`config.mk`:
```
export PLATFORM = sky130hd
export DESIGN_NAME = most_overdue_task_scheduler
export DESIGN_NICKNAME = d
export VERILOG_FILES = /design/src/hdl/mots_pkg.sv /design/src/hdl/most_overdue_task_scheduler.sv
export VERILOG_INCLUDE_DIRS = /design/src /design/src/hdl
export SDC_FILE = /design/constraint.sdc
export NUM_CORES = 1
export LEC_CHECK = 0
export BUFFER_PORTS_ARGS = -buffer_cell sky130_fd_sc_hd__clkbuf_2
export CORE_MARGIN = 2
export CORE_UTILIZATION = 25
export CTS_CLUSTER_DIAMETER = 80
export CTS_CLUSTER_SIZE = 12
export DETAILED_ROUTE_END_ITERATION = 12
export GPL_TIMING_DRIVEN = 0
export PLACE_DENSITY_LB_ADDON = 0.2
export RECOVER_POWER = 25
export SKIP_LAST_GASP = 1
export SLEW_MARGIN = 10
export SYNTH_ARGS = -nofsm -noshare
export SYNTH_HDL_FRONTEND = slang
export SYNTH_SLANG_ARGS = --single-unit
```
`constraint.sdc`:
```
create_clock -name clk -period 7.4 [get_ports clk]
set_input_delay 0.37 -clock clk [delete_from_list [all_inputs] [get_ports clk]]
set_output_delay 0.37 -clock clk [all_outputs]
set_load 0.02 [all_outputs]
```
`src/hdl/assert_macros.svh`:
```
// assertion helpers shared by the rtl, clocked on clk, disabled in reset
`ifndef ASSERT_MACROS_SVH
`define ASSERT_MACROS_SVH

// same-cycle implication
`define CHK_IMPLY(lbl, a, c, msg) \
    lbl: assert property (@(posedge clk) disable iff (!rst_n) (a) |-> (c)) else $error(msg);

// next-cycle implication
`define CHK_NEXT(lbl, a, c, msg) \
    lbl: assert property (@(posedge clk) disable iff (!rst_n) (a) |=> (c)) else $error(msg);

`endif

```
`src/hdl/mots_pkg.sv`:
```
// ----------------------------------------------------------------------------
// mots_pkg
// Constants for the most overdue task scheduler: widths, operation codes,
// register count and period reset values.
// ----------------------------------------------------------------------------
package mots_pkg;

    localparam int TIME_W        = 32;
    localparam int SLOT_W        = 3;
    localparam int REG_COUNT     = 6;
    localparam int REG_IDX_W     = 3;
    localparam int NUM_SLOTS_DEF = 6;

    // a slot must be late by more than this to run
    localparam logic [TIME_W-1:0] MIN_DELAY = 32'd1;

    localparam logic OP_TICK    = 1'b0;
    localparam logic OP_TRIGGER = 1'b1;

    localparam logic [TIME_W-1:0] PERIOD_RESET [REG_COUNT] = '{
        32'd20000, 32'd0, 32'd0, 32'd0, 32'd0, 32'd3500
    };

endpackage

```
`src/hdl/most_overdue_task_scheduler.sv`:
```
// ----------------------------------------------------------------------------
// most_overdue_task_scheduler
// Picks the most overdue of the task slots on each tick and reschedules it.
// ----------------------------------------------------------------------------
// During a tick one adder walks the stored planned times one slot per cycle,
// computing now - planned and comparing it with the best delay so far, and the
// same adder then forms now + period for the write-back in the finish state.
// A trigger clears the planned time of the named slot, if in range, and gives
// an empty result. in_ready is high only while the sequencer is idle; a
// finished result sits in the output register and a new item can be taken
// while it waits. Ties go to the lowest slot index; a slot runs only if its
// delay is at least 2.
`include "assert_macros.svh"

module most_overdue_task_scheduler #(
    parameter int NUM_SLOTS = mots_pkg::NUM_SLOTS_DEF
) (
    input  logic                          clk,
    input  logic                          rst_n,

    input  logic                          cfg_we,
    input  logic [mots_pkg::REG_IDX_W-1:0] cfg_index,
    input  logic [mots_pkg::TIME_W-1:0]    cfg_data,

    input  logic                          in_valid,
    output logic                          in_ready,
    input  logic                          operation,
    input  logic [mots_pkg::TIME_W-1:0]    now_time,
    input  logic [mots_pkg::SLOT_W-1:0]    slot_index,

    output logic                          out_valid,
    input  logic                          out_ready,
    output logic                          ran,
    output logic [mots_pkg::SLOT_W-1:0]    chosen_slot,
    output logic [mots_pkg::TIME_W-1:0]    next_due
);

    localparam int IDX_W = (NUM_SLOTS > 1) ? $clog2(NUM_SLOTS) : 1;
    localparam int TW    = mots_pkg::TIME_W;

    typedef enum logic [2:0] {
        ST_IDLE   = 3'b001,
        ST_SCAN   = 3'b010,
        ST_FINISH = 3'b100
    } state_t;

    state_t              state_reg, state_next;
    logic [TW-1:0]       period_reg [mots_pkg::REG_COUNT];
    logic [TW-1:0]       planned_reg [NUM_SLOTS];
    logic [TW-1:0]       now_reg;
    logic [IDX_W-1:0]    scan_idx_reg;
    logic [IDX_W-1:0]    best_idx_reg;
    logic [TW-1:0]       best_delay_reg;
    logic                found_reg;
    logic                out_valid_reg;
    logic                ran_reg;
    logic [mots_pkg::SLOT_W-1:0] chosen_reg;
    logic [TW-1:0]       next_due_reg;

    logic                in_xfer;
    logic                out_free;
    logic                scanning;
    logic [TW-1:0]       operand_b;
    logic [TW-1:0]       sum;
    logic                trig_hit;

    assign in_ready = (state_reg == ST_IDLE);
    assign in_xfer  = in_valid && in_ready;
    assign out_free = !out_valid_reg || out_ready;
    assign scanning = (state_reg == ST_SCAN);
    assign trig_hit = (32'(slot_index) < 32'(NUM_SLOTS));

    // shared adder: now - planned while scanning, now + period on write-back
    assign operand_b = scanning ? ~planned_reg[scan_idx_reg]
                                : period_reg[mots_pkg::REG_IDX_W'(best_idx_reg)];
    assign sum = now_reg + operand_b + TW'(scanning);

    always_comb
    begin
        state_next = state_reg;
        unique case (state_reg)
            ST_IDLE:
            begin
                if (in_xfer)
                begin
                    state_next = (operation == mots_pkg::OP_TICK) ? ST_SCAN : ST_FINISH;
                end
            end
            ST_SCAN:
            begin
                if (scan_idx_reg == IDX_W'(NUM_SLOTS - 1))
                begin
                    state_next = ST_FINISH;
                end
            end
            ST_FINISH:
            begin
                if (out_free)
                begin
                    state_next = ST_IDLE;
                end
            end
            default:
            begin
                state_next = ST_IDLE;
            end
        endcase
    end

    always_ff @(posedge clk or negedge rst_n)
    begin
        if (!rst_n)
        begin
            state_reg     <= ST_IDLE;
            out_valid_reg <= 1'b0;
            found_reg     <= 1'b0;
            for (int k = 0; k < mots_pkg::REG_COUNT; k++)
            begin
                period_reg[k] <= mots_pkg::PERIOD_RESET[k];
            end
            for (int k = 0; k < NUM_SLOTS; k++)
            begin
                planned_reg[k] <= '0;
            end
        end
        else
        begin
            state_reg <= state_next;

            if (cfg_we && (32'(cfg_index) < 32'(mots_pkg::REG_COUNT)))
            begin
                period_reg[cfg_index] <= cfg_data;
            end

            if ((state_reg == ST_FINISH) && out_free)
            begin
                out_valid_reg <= 1'b1;
            end
            else if (out_ready)
            begin
                out_valid_reg <= 1'b0;
            end

            unique case (state_reg)
                ST_IDLE:
                begin
                    if (in_xfer)
                    begin
                        found_reg <= 1'b0;
                        if ((operation == mots_pkg::OP_TRIGGER) && trig_hit)
                        begin
                            planned_reg[slot_index[IDX_W-1:0]] <= '0;
                        end
                    end
                end
                ST_SCAN:
                begin
                    if (sum > best_delay_reg)
                    begin
                        found_reg <= 1'b1;
                    end
                end
                ST_FINISH:
                begin
                    if (out_free)
                    begin
                        if (found_reg)
                        begin
                            planned_reg[best_idx_reg] <= sum;
                        end
                    end
                end
                default:
                begin
                end
            endcase
        end
    end

    // datapath registers, no reset needed
    always_ff @(posedge clk)
    begin
        if (in_xfer)
        begin
            now_reg        <= now_time;
            scan_idx_reg   <= '0;
            best_idx_reg   <= '0;
            best_delay_reg <= mots_pkg::MIN_DELAY;
        end
        else if (scanning)
        begin
            scan_idx_reg <= scan_idx_reg + IDX_W'(1);
            if (sum > best_delay_reg)
            begin
                best_delay_reg <= sum;
                best_idx_reg   <= scan_idx_reg;
            end
        end

        if ((state_reg == ST_FINISH) && out_free)
        begin
            ran_reg      <= found_reg;
            chosen_reg   <= found_reg ? mots_pkg::SLOT_W'(best_idx_reg) : '0;
            next_due_reg <= found_reg ? sum : '0;
        end
    end

    assign out_valid   = out_valid_reg;
    assign ran         = ran_reg;
    assign chosen_slot = chosen_reg;
    assign next_due    = next_due_reg;

    `CHK_NEXT(a_tick_starts_scan, in_xfer && (operation == mots_pkg::OP_TICK), state_reg == ST_SCAN, "tick did not start a scan")
    `CHK_IMPLY(a_found_is_late, found_reg && (state_reg == ST_FINISH), best_delay_reg > mots_pkg::MIN_DELAY, "chosen slot not overdue")
    `CHK_IMPLY(a_chosen_in_range, out_valid && ran, 32'(chosen_slot) < 32'(NUM_SLOTS), "chosen slot out of range")
    `CHK_IMPLY(a_idle_result_zero, out_valid && !ran, (chosen_slot == '0) && (next_due == '0), "empty result not zero")

endmodule
```
After elaboration in Yosys (flattened, before gate mapping)
Cells that the tools add are included.
{"block": "op_classes", "addsub": 3, "magnitude_cmp": 10, "eq_ne": 10, "muxes": 30, "bitwise_logic": 7, "reduce_logical": 16}
{"cell": "two-way mux 192 bit", "n": 4}
{"cell": "bitwise mux 192 bit", "n": 2}
{"cell": "case mux 192 bit (2 select lines)", "n": 1}
{"cell": "demux 32 bit (select 3 bit)", "n": 3}
{"cell": "two-way mux 32 bit", "n": 8}
{"cell": "bitwise AND 192 bit", "n": 1}
{"cell": "binary-select mux 32 bit (select 3 bit)", "n": 2}
{"cell": "NOT 192 bit", "n": 1}
{"cell": "adder 32 x 1 -> 32 bit", "n": 1}
{"cell": "adder 32 bit", "n": 1}
{"cell": "> comparator 32 bit", "n": 1}
{"cell": "NOT 32 bit", "n": 1}
{"cell": ">= comparator 4 bit, second input constant", "n": 4}
{"cell": "NOT 3 -> 4 bit", "n": 4}
{"cell": "< comparator 4 x 1 -> 1 bit, second input constant", "n": 3}
{"cell": "two-way mux 3 bit", "n": 4}
{"cell": "case mux 3 bit (3 select lines)", "n": 1}
{"cell": "!= test 2 x 1 -> 1 bit, second input constant", "n": 4}
{"cell": "logical AND 1 bit", "n": 7}
{"cell": "equality test 3 bit, second input constant", "n": 2}
{"cell": "< comparator 3 bit, second input constant", "n": 2}
{"cell": "AND reduction 3 bit", "n": 2}
{"cell": "nonzero test 2 bit", "n": 3}
{"cell": "AND reduction 5 bit", "n": 1}
{"cell": "other kinds (9)", "n": 13}
{"block": "totals", "ff_bits": 495, "out_inout_bits": 38, "wordCells": 98}

Logic depth before layout (Yosys ltp)
{"block": "depth", "ltp_word": 12, "ltp_mapped": 30, "depth_no_buf": 26}

Worst setup path before layout
No wires, ideal clock.
{"block": "synth_path", "kind": "reg2reg", "start": "register best_idx_reg[1]", "end": "register best_idx_reg[0]", "setup_time_ps": 177, "arrival_ps": 5787, "slack_ps": 1436, "path_stages_with_launch": 28, "n_path_buf": 5, "path_cell_list": "dfxtp_1 -> clkbuf_1 -> clkbuf_1 -> clkbuf_1 -> mux2_2 -> a222oi_1 -> mux2i_1 -> ha_1 -> buf_2 -> a21oi_1 -> nor2b_1 -> nor3_1 -> a31oi_1 -> a41o_1 -> a211o_1 -> o21ai_1 -> inv_1 -> ha_1 -> a21o_1 -> a21o_1 -> a21oi_1 -> o21ai_0 -> a221oi_1 -> o221ai_1 -> nand3_1 -> buf_2 -> mux2i_1 -> nor2_1"}
{"block": "synth_between", "elab_chain_cells": 9}
{"element": "from (decl)", "line": "most_overdue_task_scheduler.sv:52", "text": "logic [IDX_W-1:0] best_idx_reg;"}
{"element": "from (signal assigned)", "line": "most_overdue_task_scheduler.sv:196", "text": "best_idx_reg <= scan_idx_reg;"}
{"element": "NOT 3 -> 4 bit (implied by the code)", "line": "most_overdue_task_scheduler.sv:75", "text": ": period_reg[mots_pkg::REG_IDX_W'(best_idx_reg)];"}
{"element": "binary-select mux 32 bit (select 3 bit)", "line": "most_overdue_task_scheduler.sv:75"}
{"element": "two-way mux 32 bit (implied by the code) (2 in series)", "line": "most_overdue_task_scheduler.sv:75"}
{"element": "two-way mux 32 bit", "line": "most_overdue_task_scheduler.sv:74", "text": "assign operand_b = scanning ? ~planned_reg[scan_idx_reg]"}
{"element": "adder 32 bit", "line": "most_overdue_task_scheduler.sv:76", "text": "assign sum = now_reg + operand_b + TW'(scanning);"}
{"element": "adder 32 x 1 -> 32 bit", "line": "most_overdue_task_scheduler.sv:76"}
{"element": "net sum[21]", "line": "most_overdue_task_scheduler.sv:64", "text": "logic [TW-1:0] sum;"}
{"element": "> comparator 32 bit", "line": "most_overdue_task_scheduler.sv:193", "text": "if (sum > best_delay_reg)"}
{"element": "AND reduction 2 bit (no source line)"}
The timed path passes the listed nets, and every way through them passes these cells. The select of a mux whose other input is x is not followed.
A chain may end at the register's enable or synchronous reset.

Final worst setup path
{"block": "layout_path", "start": "register best_idx_reg[1]", "end": "register best_idx_reg[1]"}
The elaborated chain is that of the path after synthesis.

==> results by stage <==
Outcome:
- The run finished, with violations left.
- The checks that failed: capacitance limit, slew limit.

Power:
- For this design the total switching power over the nets is ~4.6 mW.
- The share of total power dissipated in sequential elements is 0.320.
- The leakage power is roughly 12 nW.
- The maximum ir drop on the vdd rail is between 150 and 200 uV.
- Of the total power, combinational logic draws 0.468.
- The post-route total power is about 11 mW.
- In this run the power density over the cells is between 300 and 400 nW/um2.
- Of the total power, the share spent switching nets is 0.414.
- The portion of total power attributed to the clock network is 0.211.
- The internal power consumption is 6.53 mW.

Synth:
- In this run, synthesis inferred 68 flip-flops with an integrated enable.
- The fraction of synthesis flops using an asynchronous set or reset pin is 0.786.
- The count of synthesis-stage warnings from yosys is 0.
- The cell count after synthesis came out at approximately 1900.
- The average cell area after synthesis is approximately 12 um2.
- The portion of the post-synthesis area used by sequential elements is 0.528.
- The number of distinct library cell variants in the gate-level netlist after synthesis is 77.
- The top flip-flop cell by instance count after synthesis is sky130_fd_sc_hd__dfrtp_1.
- The synthesized design contains 495 register bits.
- The synthesized netlist occupies a cell area of 23800 um2.
- The number of nets handed over by synthesis was roughly 2100.

Setup path:
- The setup slack on the worst flop-to-flop path is between 0.3 and 0.4 ns.
- At the worst endpoint, the required time is 7.89 ns.
- The worst setup path is captured at a flop.
- The element type at the critical path start is a flop.
- STA puts the critical path data arrival time at roughly 7.5 ns.
- The critical path is of the flop to flop type.
- Of all nets on the critical path, the largest fanout is 10.

Finish:
- 0 antenna diodes ended up in the layout.
- The final cell area excluding filler cells is about 28000 um2.
- At the end of the flow, the number of nets in the layout was between 2000 and 2500.
- The area growth from synthesis to layout is 19.1%.
- The final standard cell utilization of the core is 0.299.
- Fill cells in the final layout number between 9000 and 10000.
- The ratio of cells with drive above 1 in the final layout is 0.245.
- Excluding fillers, the count of instances in the completed layout stands at 3447.

GRT:
- In the global route stage, overall resource usage came out at 0.160.
- After global routing the overflow that remains totals 0.
- The maximum number of pins on one net before global-route repair is 88.
- The wire length of the first global-routing pass is 117 mm.
- The number of antenna violations at the first check in global routing is 4.
- The number of global-route vias before repair is 17300.

Timing:
- Final hold analysis gives a worst-case slack of around 0.087 ns.
- The number of setup violations in the final report is 0.
- The post-layout minimum cycle time is between 7 and 8 ns.
- The count of final hold-check violations is 0.
- At the pin with the least slew margin, the transition time is approximately 4.7 ns.
- Dividing the final minimum period by the clock period gives 0.951.
- Headroom to the max-slew limit came out at -2.15.
- The post-route setup TNS is 0 ns.
- On the final layout, the worst clock skew is 0.0242 ns.
- After layout, the worst setup slack is ~0.37 ns.
- The number of max-slew violations in the final report is roughly 170.
- Timing would allow up to 0.142 GHz.

Placement:
- The number of placed instances, taps included is around 3300.
- Before CTS, the worst setup slack after placement is -2.01 ns.
- The post-detailed-placement half-perimeter wirelength is ~57 mm.
- The placed standard-cell area is around 26000 um2.
- The number of input and output port buffers inserted is approximately 110.
- The routability congestion estimate from global placement is 0.840.

Clock network:
- The TritonCTS clock tree is yes.
- In this run the clock root is driven by a sky130_fd_sc_hd__clkbuf_16.
- No sink is reached through more buffers than the 3 on the longest clock path.
- The number of sinks driven by the clock tree is slightly below 500.
- The clock-pin slew on the worst setup and hold paths is about 0.070 ns.
- The total clock buffers created by CTS is between 40 and 50.
- The clock reaches the later pin of the worst-skew pair after 0.61 ns.
- The H-tree was split into 2 levels.

Floorplan:
- The floorplan has 113 rows.
- The placeable core region is 94600 um2.
- For this configuration, the core starts out at a cell density of 0.251.
- The die covers roughly 98000 um2.
- The I/O pin total is about 110.
- The die is around 310 um tall.
- The width of the die is around 310 um.

Detailed routing:
- The count of routing violations after the opening detailed-route iteration is between 1000 and 1500.
- The first-pass iteration count of the detailed router is 6.
- The number of vias per cell is approximately 5.
- After detailed routing, the number of remaining DRC violations is 0.
- The routed design has 79.0 mm of wire.
- The remaining antenna violation count after routing is 0.
- The wire length per cell is 22.9 um.
- The via count is 17100.

Run:
- The tool flagged a number of max-cap violations equal to 2.

Worst hold path:
- In this run the worst hold path is classified as input port to flop.
[power groups by stage]
stage / clock [mW] / combinational (mW) / sequential, mW
2_1_floorplan: 0 / 3.13 / 3.56
3_3_place_gp: 0 / 4.70 / 3.60
3_5_place_dp: 0 / 4.82 / 3.61
4_1_cts: 2.43 / 5.08 / 3.57
5_1_grt: 2.54 / 5.72 / 3.63
6_report: 2.35 / 5.22 / 3.57
[layer usage]
metal	part of all wire	up-vias	track usage	wire [um]
li1	-	7628	-	-
met1	0.45	8757	0.225	35800
met2	0.45	580	0.250	35700
met3	0.068	126	0.0309	5390
met4	0.026	6	0.0458	2020
met5	0.00049	-	0	39
[worst max-delay path: stages, from the launching register on]
cell	delay (ns)
sky130_fd_sc_hd__dfxtp_1	0.37
sky130_fd_sc_hd__buf_6	0.20
sky130_fd_sc_hd__buf_4	0.22
sky130_fd_sc_hd__clkbuf_2	0.32
sky130_fd_sc_hd__a211oi_1	0.37
sky130_fd_sc_hd__nor2_1	0.08
sky130_fd_sc_hd__a21oi_1	0.14
sky130_fd_sc_hd__nor2_1	0.05
sky130_fd_sc_hd__a2111oi_0	0.96
sky130_fd_sc_hd__a21oi_1	0.24
sky130_fd_sc_hd__ha_1	0.50
sky130_fd_sc_hd__a21o_1	0.29
sky130_fd_sc_hd__a21o_1	0.20
sky130_fd_sc_hd__a21oi_1	0.22
sky130_fd_sc_hd__o21a_2	0.23
sky130_fd_sc_hd__xnor2_4	0.14
sky130_fd_sc_hd__ha_1	0.34
sky130_fd_sc_hd__nand4_1	0.11
sky130_fd_sc_hd__or4_1	0.57
sky130_fd_sc_hd__nor4_1	0.33
sky130_fd_sc_hd__nand2_1	0.17
sky130_fd_sc_hd__nand3_1	0.17
sky130_fd_sc_hd__clkbuf_4	0.27
sky130_fd_sc_hd__mux2i_4	0.34
sky130_fd_sc_hd__nor2_1	0.06
[area by class of cell]
cell class | instances | area, um2 | share of cell area
clock buffer | 82 | 1370 | 0.0484
sequential | 495 | 12600 | 0.443
multi-input combinational | 1235 | 10800 | 0.380
timing repair buffer | 156 | 1070 | 0.0376
clock inverter | 4 | 36.3 | 0.00128
tap | 1265 | 1580 | 0.0559
buffer | 123 | 611 | 0.0216
inverter | 87 | 327 | 0.0115
[logic make-up (layout without fill, tap and decap cells)]
group	count (synthesis)	in the layout	synth area share
multiplexers	352	352	0.177
buffers and inverters	211	452	0.0347
flip-flops	495	495	0.528
AND/OR/NAND/NOR	315	315	0.0662
adder cells (fa/ha/maj)	66	66	0.0354
AO/OA/AOI/OAI	473	473	0.147
XOR/XNOR	29	29	0.0123
[cell usage in the layout (no fill, tap or decap), types with 9 or more instances in the layout]
master                          Yosys  final
sky130_fd_sc_hd__nand3_1           13     12
sky130_fd_sc_hd__nand2_1           67     67
sky130_fd_sc_hd__mux2_2           211    211
sky130_fd_sc_hd__and2_1            34     33
sky130_fd_sc_hd__clkbuf_2           0    107
sky130_fd_sc_hd__dfrtp_1          376    376
sky130_fd_sc_hd__buf_2             24     19
sky130_fd_sc_hd__clkbuf_4           0      9
sky130_fd_sc_hd__buf_4              1     14
sky130_fd_sc_hd__ha_1              64     63
sky130_fd_sc_hd__mux2i_1          108    106
sky130_fd_sc_hd__xnor2_1           15     10
sky130_fd_sc_hd__nor3_1            24     22
sky130_fd_sc_hd__a21oi_1           85     83
sky130_fd_sc_hd__clkbuf_16          0     49
sky130_fd_sc_hd__edfxtp_1          68     68
sky130_fd_sc_hd__inv_1             84     84
sky130_fd_sc_hd__dfxtp_1           38     38
sky130_fd_sc_hd__dfstp_2           13     12
sky130_fd_sc_hd__a22o_1           168    168
sky130_fd_sc_hd__o21ai_0           41     41
sky130_fd_sc_hd__a211oi_1          23     21
sky130_fd_sc_hd__nand4_1           10     10
sky130_fd_sc_hd__o22ai_1           34     34
sky130_fd_sc_hd__a222oi_1          15     15
sky130_fd_sc_hd__clkbuf_1          88    116
sky130_fd_sc_hd__nor2_1            99     99
sky130_fd_sc_hd__nor2b_1           21     21
sky130_fd_sc_hd__dlygate4sd3_1      0     27
sky130_fd_sc_hd__a21o_1            41     41
sky130_fd_sc_hd__mux4_2            33     33
[synth_stat cells (all sizes together) (13+ instances only)]
cell type,instances,area (um2)
a2111oi,17,149
a211oi,23,173
a21o,41,308
a21oi,87,443
a222oi,15,150
a22o,168,1470
and2,35,219
buf,36,169
clkbuf,88,330
dfrtp,376,9410
dfstp,13,342
dfxtp,38,761
edfxtp,68,2040
ha,64,801
inv,86,323
mux2,211,2380
mux2i,108,1080
mux4,33,743
nand2,67,251
nand3,13,65.1
nor2,99,372
nor2b,21,131
nor3,26,146
o21ai,51,255
o22ai,34,213
xnor2,19,196
[path summary, 6_finish.rpt]
| kind | start | endpoint | cells past startpoint |
|---|---|---|---|
| hold reg to reg | best_delay_reg[13] | best_delay_reg[13] | 2 |
| min in group asynchronous | rst_n | period_reg[103] | 2 |
| setup / recovery | best_idx_reg[1] | best_idx_reg[1] | 24 |
| hold / removal | cfg_data[21] | period_reg[85] | 2 |
| max in group asynchronous | rst_n | period_reg[87] | 3 |
| setup reg to reg | best_idx_reg[1] | best_idx_reg[1] | 24 |
[repair_timing]
item | CTS | global route
resized for setup | 74 | 65
pin swaps | 3 | 12
endpoints found under the setup margin | 36 | 36
hold endpoints to repair | 104 | 0
buffers inserted | 3 | 5
hold buffers | 27 | 0
Note: power is estimated with default switching activity, not from simulation.
